`config.mk`:
```
export PLATFORM = sky130hd
export DESIGN_NAME = spi_frame_master_13_clock
export DESIGN_NICKNAME = d
export VERILOG_FILES = /design/src/hdl/sfm13_pkg.sv /design/src/hdl/sfm13_in_stage.sv /design/src/hdl/sfm13_engine.sv /design/src/hdl/spi_frame_master_13_clock.sv
export SDC_FILE = /design/constraint.sdc
export NUM_CORES = 1
export LEC_CHECK = 0
export ABC_CLOCK_PERIOD_IN_PS = 3800
export BUFFER_PORTS_ARGS = -buffer_cell sky130_fd_sc_hd__buf_2
export CORE_MARGIN = 2
export CORE_UTILIZATION = 37
export DETAILED_ROUTE_END_ITERATION = 8
export PLACE_DENSITY_LB_ADDON = 0.1
export SLEW_MARGIN = 10
export SYNTH_ARGS = -nofsm -noshare
export SYNTH_HDL_FRONTEND = slang
export SYNTH_SLANG_ARGS = --single-unit
```
`constraint.sdc`:
```
create_clock -name clk -period 3.8 [get_ports clk]
set_clock_uncertainty 0.1 [all_clocks]
set_input_delay 0.76 -clock clk [delete_from_list [all_inputs] [get_ports clk]]
set_output_delay 0.76 -clock clk [all_outputs]
set_load 0.005 [all_outputs]
```
`src/hdl/sfm13_pkg.sv`:
```
`default_nettype none

package sfm13_pkg;

    // Frame clock numbers
    localparam logic [3:0] StatusClock = 4'd12;
    localparam logic [3:0] DataFirst   = 4'd4;
    localparam logic [3:0] DataLast    = 4'd11;
    localparam logic [3:0] DirClock    = 4'd2;
    localparam logic [3:0] SelClock    = 4'd3;
    localparam logic [3:0] StartClock  = 4'd1;

    // One input beat
    typedef struct packed {
        logic       command;
        logic       read_not_write;
        logic       register_select;
        logic [7:0] write_byte;
        logic       miso_level;
    } item_t;

    // One result beat
    typedef struct packed {
        logic       chip_select;
        logic       mosi_level;
        logic       clock_pulse;
        logic       busy_res;
        logic       done_res;
        logic [7:0] read_byte;
        logic       status_ok;
    } result_t;

endpackage

`default_nettype wire

```
`src/hdl/sfm13_in_stage.sv`:
```
`default_nettype none

module sfm13_in_stage (
    input  wire logic           clk,
    input  wire logic           rst_n,
    input  wire logic           in_valid,
    output logic                in_stall,
    input  wire sfm13_pkg::item_t item_in,
    input  wire logic           advance,
    output logic                item_valid,
    output sfm13_pkg::item_t    item_out
);

    logic             valid_reg;
    sfm13_pkg::item_t item_reg;

    // Hold the registered beat while the engine cannot take it.
    assign in_stall   = valid_reg && !advance;
    assign item_valid = valid_reg;
    assign item_out   = item_reg;

    always_ff @(posedge clk or negedge rst_n)
    begin
        if (!rst_n)
        begin
            valid_reg <= 1'b0;
        end
        else if (!in_stall)
        begin
            valid_reg <= in_valid;
        end
    end

    always_ff @(posedge clk)
    begin
        if (!in_stall && in_valid)
        begin
            item_reg <= item_in;
        end
    end

endmodule

`default_nettype wire

```
`src/hdl/sfm13_engine.sv`:
```
`default_nettype none

module sfm13_engine (
    input  wire logic             clk,
    input  wire logic             rst_n,
    input  wire logic             item_valid,
    input  wire sfm13_pkg::item_t item,
    output logic                  advance,
    output logic                  out_valid,
    input  wire logic             out_stall,
    output sfm13_pkg::result_t    result
);

    logic [3:0] clock_index_reg, clock_index_next;
    logic [7:0] shift_byte_reg, shift_byte_next;
    logic       direction_read_reg, direction_read_next;
    logic       status_select_reg, status_select_next;
    logic       status_sample_reg, status_sample_next;
    logic       active_reg, active_next;
    logic       out_valid_reg;
    sfm13_pkg::result_t result_reg;
    sfm13_pkg::result_t res;
    logic [3:0] k;
    logic [3:0] bit_pos;

    assign advance   = !out_valid_reg || !out_stall;
    assign out_valid = out_valid_reg;
    assign result    = result_reg;

    always_comb
    begin
        clock_index_next    = clock_index_reg;
        shift_byte_next     = shift_byte_reg;
        direction_read_next = direction_read_reg;
        status_select_next  = status_select_reg;
        status_sample_next  = status_sample_reg;
        active_next         = active_reg;
        res                 = '0;
        k                   = clock_index_reg + 4'd1;
        bit_pos             = sfm13_pkg::DataLast - k;

        if (item.command)
        begin
            // Start is dropped while a frame is running.
            if (!active_reg)
            begin
                direction_read_next = item.read_not_write;
                status_select_next  = item.register_select;
                shift_byte_next     = item.read_not_write ? 8'd0 : item.write_byte;
                status_sample_next  = 1'b0;
                clock_index_next    = 4'd0;
                active_next         = 1'b1;
            end
            res.chip_select = (clock_index_next < sfm13_pkg::StatusClock);
            res.busy_res    = 1'b1;
        end
        else if (active_reg)
        begin
            clock_index_next = k;
            res.clock_pulse  = 1'b1;
            res.chip_select  = 1'b1;
            res.busy_res     = 1'b1;
            if (k == sfm13_pkg::StartClock)
            begin
                res.mosi_level = 1'b1;
            end
            else if (k == sfm13_pkg::DirClock)
            begin
                res.mosi_level = direction_read_reg;
            end
            else if (k == sfm13_pkg::SelClock)
            begin
                res.mosi_level = status_select_reg;
            end
            else if (k >= sfm13_pkg::DataFirst && k <= sfm13_pkg::DataLast)
            begin
                if (direction_read_reg)
                begin
                    shift_byte_next = {shift_byte_reg[6:0], item.miso_level};
                end
                else
                begin
                    res.mosi_level = shift_byte_reg[bit_pos[2:0]];
                end
            end
            else
            begin
                // Hold the last data level on the status and final clocks.
                res.mosi_level = !direction_read_reg && shift_byte_reg[0];
                if (k == sfm13_pkg::StatusClock)
                begin
                    status_sample_next = item.miso_level;
                end
                else
                begin
                    res.chip_select  = 1'b0;
                    res.busy_res     = 1'b0;
                    res.done_res     = 1'b1;
                    res.read_byte    = direction_read_reg ? shift_byte_reg : 8'd0;
                    res.status_ok    = !status_sample_reg;
                    active_next      = 1'b0;
                    clock_index_next = 4'd0;
                end
            end
        end
    end

    always_ff @(posedge clk or negedge rst_n)
    begin
        if (!rst_n)
        begin
            clock_index_reg    <= 4'd0;
            shift_byte_reg     <= 8'd0;
            direction_read_reg <= 1'b0;
            status_select_reg  <= 1'b0;
            status_sample_reg  <= 1'b0;
            active_reg         <= 1'b0;
            out_valid_reg      <= 1'b0;
        end
        else if (advance)
        begin
            out_valid_reg <= item_valid;
            if (item_valid)
            begin
                clock_index_reg    <= clock_index_next;
                shift_byte_reg     <= shift_byte_next;
                direction_read_reg <= direction_read_next;
                status_select_reg  <= status_select_next;
                status_sample_reg  <= status_sample_next;
                active_reg         <= active_next;
            end
        end
    end

    always_ff @(posedge clk)
    begin
        if (advance && item_valid)
        begin
            result_reg <= res;
        end
    end

`ifndef NO_ASSERTIONS
    a_fell_after_last: assert property (@(posedge clk) disable iff (!rst_n)
        $fell(active_reg) |-> $past(clock_index_reg) == sfm13_pkg::StatusClock)
        else $error("frame ended before the status clock");

    a_index_range: assert property (@(posedge clk) disable iff (!rst_n)
        clock_index_reg <= sfm13_pkg::StatusClock)
        else $error("clock index out of range");

    a_idle_index: assert property (@(posedge clk) disable iff (!rst_n)
        !active_reg |-> clock_index_reg == 4'd0)
        else $error("idle with nonzero clock index");

    a_done_shape: assert property (@(posedge clk) disable iff (!rst_n)
        out_valid_reg && result_reg.done_res |->
            !result_reg.chip_select && !result_reg.busy_res && result_reg.clock_pulse)
        else $error("done beat has wrong select, busy or pulse");
`endif

endmodule

`default_nettype wire

```
`src/hdl/spi_frame_master_13_clock.sv`:
```
`default_nettype none

// Channel  Handshake            Payload
// -------  -------------------  -----------------------------------------------
// input    in_valid / in_stall  command, read_not_write, register_select,
//                               write_byte, miso_level
// output   out_valid / out_stall chip_select, mosi_level, clock_pulse, busy_res,
//                               done_res, read_byte, status_ok
//
// Every input beat gives exactly one result beat, via the input register and
// then the result register. One beat per cycle is sustained while out_stall is
// low; a new beat can enter while a finished result still waits on out_stall.
// Frame state updates only when a beat moves into the result register.
// rst_n clears the frame state and both valid flags; payload is not reset.

module spi_frame_master_13_clock (
    input  wire logic       clk,
    input  wire logic       rst_n,
    input  wire logic       in_valid,
    output logic            in_stall,
    input  wire logic       command,
    input  wire logic       read_not_write,
    input  wire logic       register_select,
    input  wire logic [7:0] write_byte,
    input  wire logic       miso_level,
    output logic            out_valid,
    input  wire logic       out_stall,
    output logic            chip_select,
    output logic            mosi_level,
    output logic            clock_pulse,
    output logic            busy_res,
    output logic            done_res,
    output logic [7:0]      read_byte,
    output logic            status_ok
);

    sfm13_pkg::item_t   item_in;
    sfm13_pkg::item_t   item;
    sfm13_pkg::result_t result;
    logic               item_valid;
    logic               advance;

    // Pack the input beat.
    always_comb
    begin
        item_in.command         = command;
        item_in.read_not_write  = read_not_write;
        item_in.register_select = register_select;
        item_in.write_byte      = write_byte;
        item_in.miso_level      = miso_level;
    end

    // Input register: holds one beat, stalls while that beat cannot advance.
    sfm13_in_stage u_in_stage (
        .clk        (clk),
        .rst_n      (rst_n),
        .in_valid   (in_valid),
        .in_stall   (in_stall),
        .item_in    (item_in),
        .advance    (advance),
        .item_valid (item_valid),
        .item_out   (item)
    );

    // Frame sequencer and result register.
    sfm13_engine u_engine (
        .clk        (clk),
        .rst_n      (rst_n),
        .item_valid (item_valid),
        .item       (item),
        .advance    (advance),
        .out_valid  (out_valid),
        .out_stall  (out_stall),
        .result     (result)
    );

    // Unpack the result beat.
    assign chip_select = result.chip_select;
    assign mosi_level  = result.mosi_level;
    assign clock_pulse = result.clock_pulse;
    assign busy_res    = result.busy_res;
    assign done_res    = result.done_res;
    assign read_byte   = result.read_byte;
    assign status_ok   = result.status_ok;

endmodule

`default_nettype wire
```
==> out/results.tsv <==
metric	value	unit
cell chain of the critical path	ha_1 > xnor2_1 > ha_1 > nor3b_1 > and3_2 > and2_2	
final hold violation count	0	
DRC viols	0	
Yosys reg bits	44	
setup tns final	0	ns
Worst R2R Setup Slack	1.21	ns
WP data required	3.87	ns
via count	1203	
startpoint class of the critical path	flip-flop	
area leader, netlist	edfxtp_1	
Worst R2R Path Depth	6	
fillers	501	
drt pass-1 iters	4	
Synth area leaders	edfxtp_1 (38%), dfrtp_1 (22%), ha_1 (5.5%)	
hold_ws	0.292	ns
Final Cycle Share	0.680	
most used cell, CP	ha_1	
wire length on met3	157	um
area share of the largest cell type after synthesis	0.385	
Synth top cells by count	edfxtp_1 (26), dfrtp_1 (18), inv_1 (11), mux2_2 (10)	
Layout Nets	207	
Post-Syn Area	2030	sq um
post-synthesis net count	171	
Leakage	1.01	nW
FFs w/ async S/R, synth	0.409	
DPL Wire Length	2.62	mm
share of layout cells above drive strength 1	0.366	
EDFF count, synth	26	
clock net sink count	44	
Top Layer Used	met4	
initial antenna violation count	0	
root buffer selected by CTS	clkbuf_8	
post-CTS sizing	0	
via density per instance	4.75	
final setup fails	0	
Crit-path slowest cell	dfrtp_1	
GPL Wtd Cong	0.797	
chip width	78.1	um
initial core utilization	0.390	
crit path kind	reg -> reg	
drt wl/cell	13.8	um
H-tree depth	2	
io pins	32	
worst hold path class	in -> async	
largest net degree at the start of global routing	23	
Worst setup EP type	flip-flop	
PD cells	610	nW/um^2
DR WL met2	1.60	mm
post-CTS setup buffers	0	
clk buf depth	2	
count leader, synth	edfxtp_1	
post-synthesis cell type count	37	
CP peak stage delay	0.49	ns
max-cap violations	0	
number of global-route vias before repair	1218	
slew margin rel.	0.656	
Hold-fix buffers, CTS	0	
core area	5200	sq um
Synth Area per Inst	13.9	sq um
minimum clock period after layout	2.59	ns
Total GRT Usage	0.128	
Final ANT Viol Nets	0	
CP Max Fanout	8	
final wirelength	3.48	mm
crit path from	u_engine.clock_index_reg[0]	
Crit. path cell count	6	
fmax	387	MHz
Antenna diodes	0	
CTS tree	yes	
die area	6090	sq um
Crit path max-delay family	simple AND/OR/NAND/NOR gates	
Post-Route M1 WL	1.68	mm
first-pass GRT wire length	6.05	mm
P&R area growth vs syn	16.0	%
Initial DRC Count	41	
RSZ-0062 raised after global routing	false	
grt ovf	0	
Reg-to-Reg End	u_engine.result[8]	
run status	finished clean	
CP arrival	2.65	ns
CTS clk-pin slew, worst paths	0.08	ns
worst slew pin tran	0.516	ns
Syn Inst Count	146	
synthesis warning total	0	
IO buf count	31	
Critical path buffers and inverters	0	
Std-Cell Rows	26	
crit path capture	u_engine.result[8]	
post-synthesis sequential area ratio	0.607	
Worst VDD drop	0.220	mV
Clock Latency Late Sink	0.29	ns
die height	78.1	um
Num CTS Buffers	5	
reg-to-reg startpoint	u_engine.clock_index_reg[0]	
ys flop type	edfxtp_1	
final slew viol count	0	
Largest register FFs	14	
## layer usage
metal,vias up,global-route usage
met2,31,0.199
met5,-,0
met3,5,0.0356
met1,564,0.176
li1,603,-
met4,0,0.0368
## worst register-to-register path, cell delays in order (launching register included)
cell	delay, ns
dfrtp_1	0.49
ha_1	0.30
xnor2_1	0.30
ha_1	0.36
nor3b_1	0.43
and3_2	0.32
and2_2	0.15
## stage by stage
stage | setup slack, ns | area, sq um | util | instances | power [mW]
finish | 1.21 | 2350 | 0.452 | 253 | 1.44
global route | 0.960 | 2350 | 0.452 | 253 | 1.55
CTS | 1.19 | 2350 | 0.452 | 253 | 1.45
detailed placement | 1.22 | 2270 | 0.435 | 245 | 1.17
global placement | 1.30 | 2270 | 0.435 | 245 | 1.17
floorplan | 1.32 | 2030 | - | 146 | 1.04
## layout make-up
type	count	area (sq um)	area share
clock buffers	5	68.8	0.0292
multi-input cells	88	743	0.316
flip-flops and latches	44	1230	0.523
well taps	70	87.6	0.0372
repair buffers	32	163	0.0691
inverters	11	41.3	0.0175
clock inverters	3	18.8	0.00797
## cell usage in the layout (no fill, tap or decap), drive strengths merged, types with 2 or more instances in the layout
cell type / Yosys / final
edfxtp: 26 / 26
a21o: 2 / 2
and2: 12 / 12
clkbuf: 1 / 5
nand3: 2 / 2
a21oi: 5 / 5
o21ai: 7 / 7
dfrtp: 18 / 18
nand2: 7 / 7
xnor2: 2 / 2
mux2i: 3 / 3
and3: 2 / 2
mux2: 10 / 10
nor2b: 2 / 2
mux4: 2 / 2
nor2: 3 / 3
clkinv: 0 / 3
ha: 9 / 9
a22o: 6 / 6
inv: 11 / 11
buf: 2 / 32
## how the worst min path moves through the flow
stage | from | to | slack (ns)
final | rst_n | u_engine.shift_byte_reg[1] | 0.29
after global routing | rst_n | u_engine.shift_byte_reg[1] | 0.30
after CTS | rst_n | u_in_stage.item_valid | 0.30
after detailed placement | u_in_stage.item_valid | u_engine.out_valid | 0.37
after global placement | u_in_stage.item_valid | u_engine.out_valid | 0.35
after floorplan | u_in_stage.item_valid | u_engine.out_valid | 0.34
## cells by family (layout without fill, tap and decap cells)
| group | count (synthesis) | count (layout) | share of synthesized area |
|---|---|---|---|
| flip-flops | 44 | 44 | 0.607 |
| AND/OR/NAND/NOR | 34 | 34 | 0.104 |
| AO/OA/AOI/OAI | 28 | 28 | 0.105 |
| multiplexers | 15 | 15 | 0.0925 |
| buffers and inverters | 14 | 51 | 0.0271 |
| adder cells (fa/ha/maj) | 9 | 9 | 0.0555 |
| XOR/XNOR | 2 | 2 | 0.00863 |
## where the power goes
| part | switching, mW | leakage, nW | total [mW] | internal (mW) |
|---|---|---|---|---|
| Combinational | 0.205 | 0.490 | 0.434 | 0.229 |
| Clock | 0.155 | 0.0479 | 0.283 | 0.128 |
| Sequential | 0.0993 | 0.471 | 0.720 | 0.620 |
(Power assumes the default switching activity.)
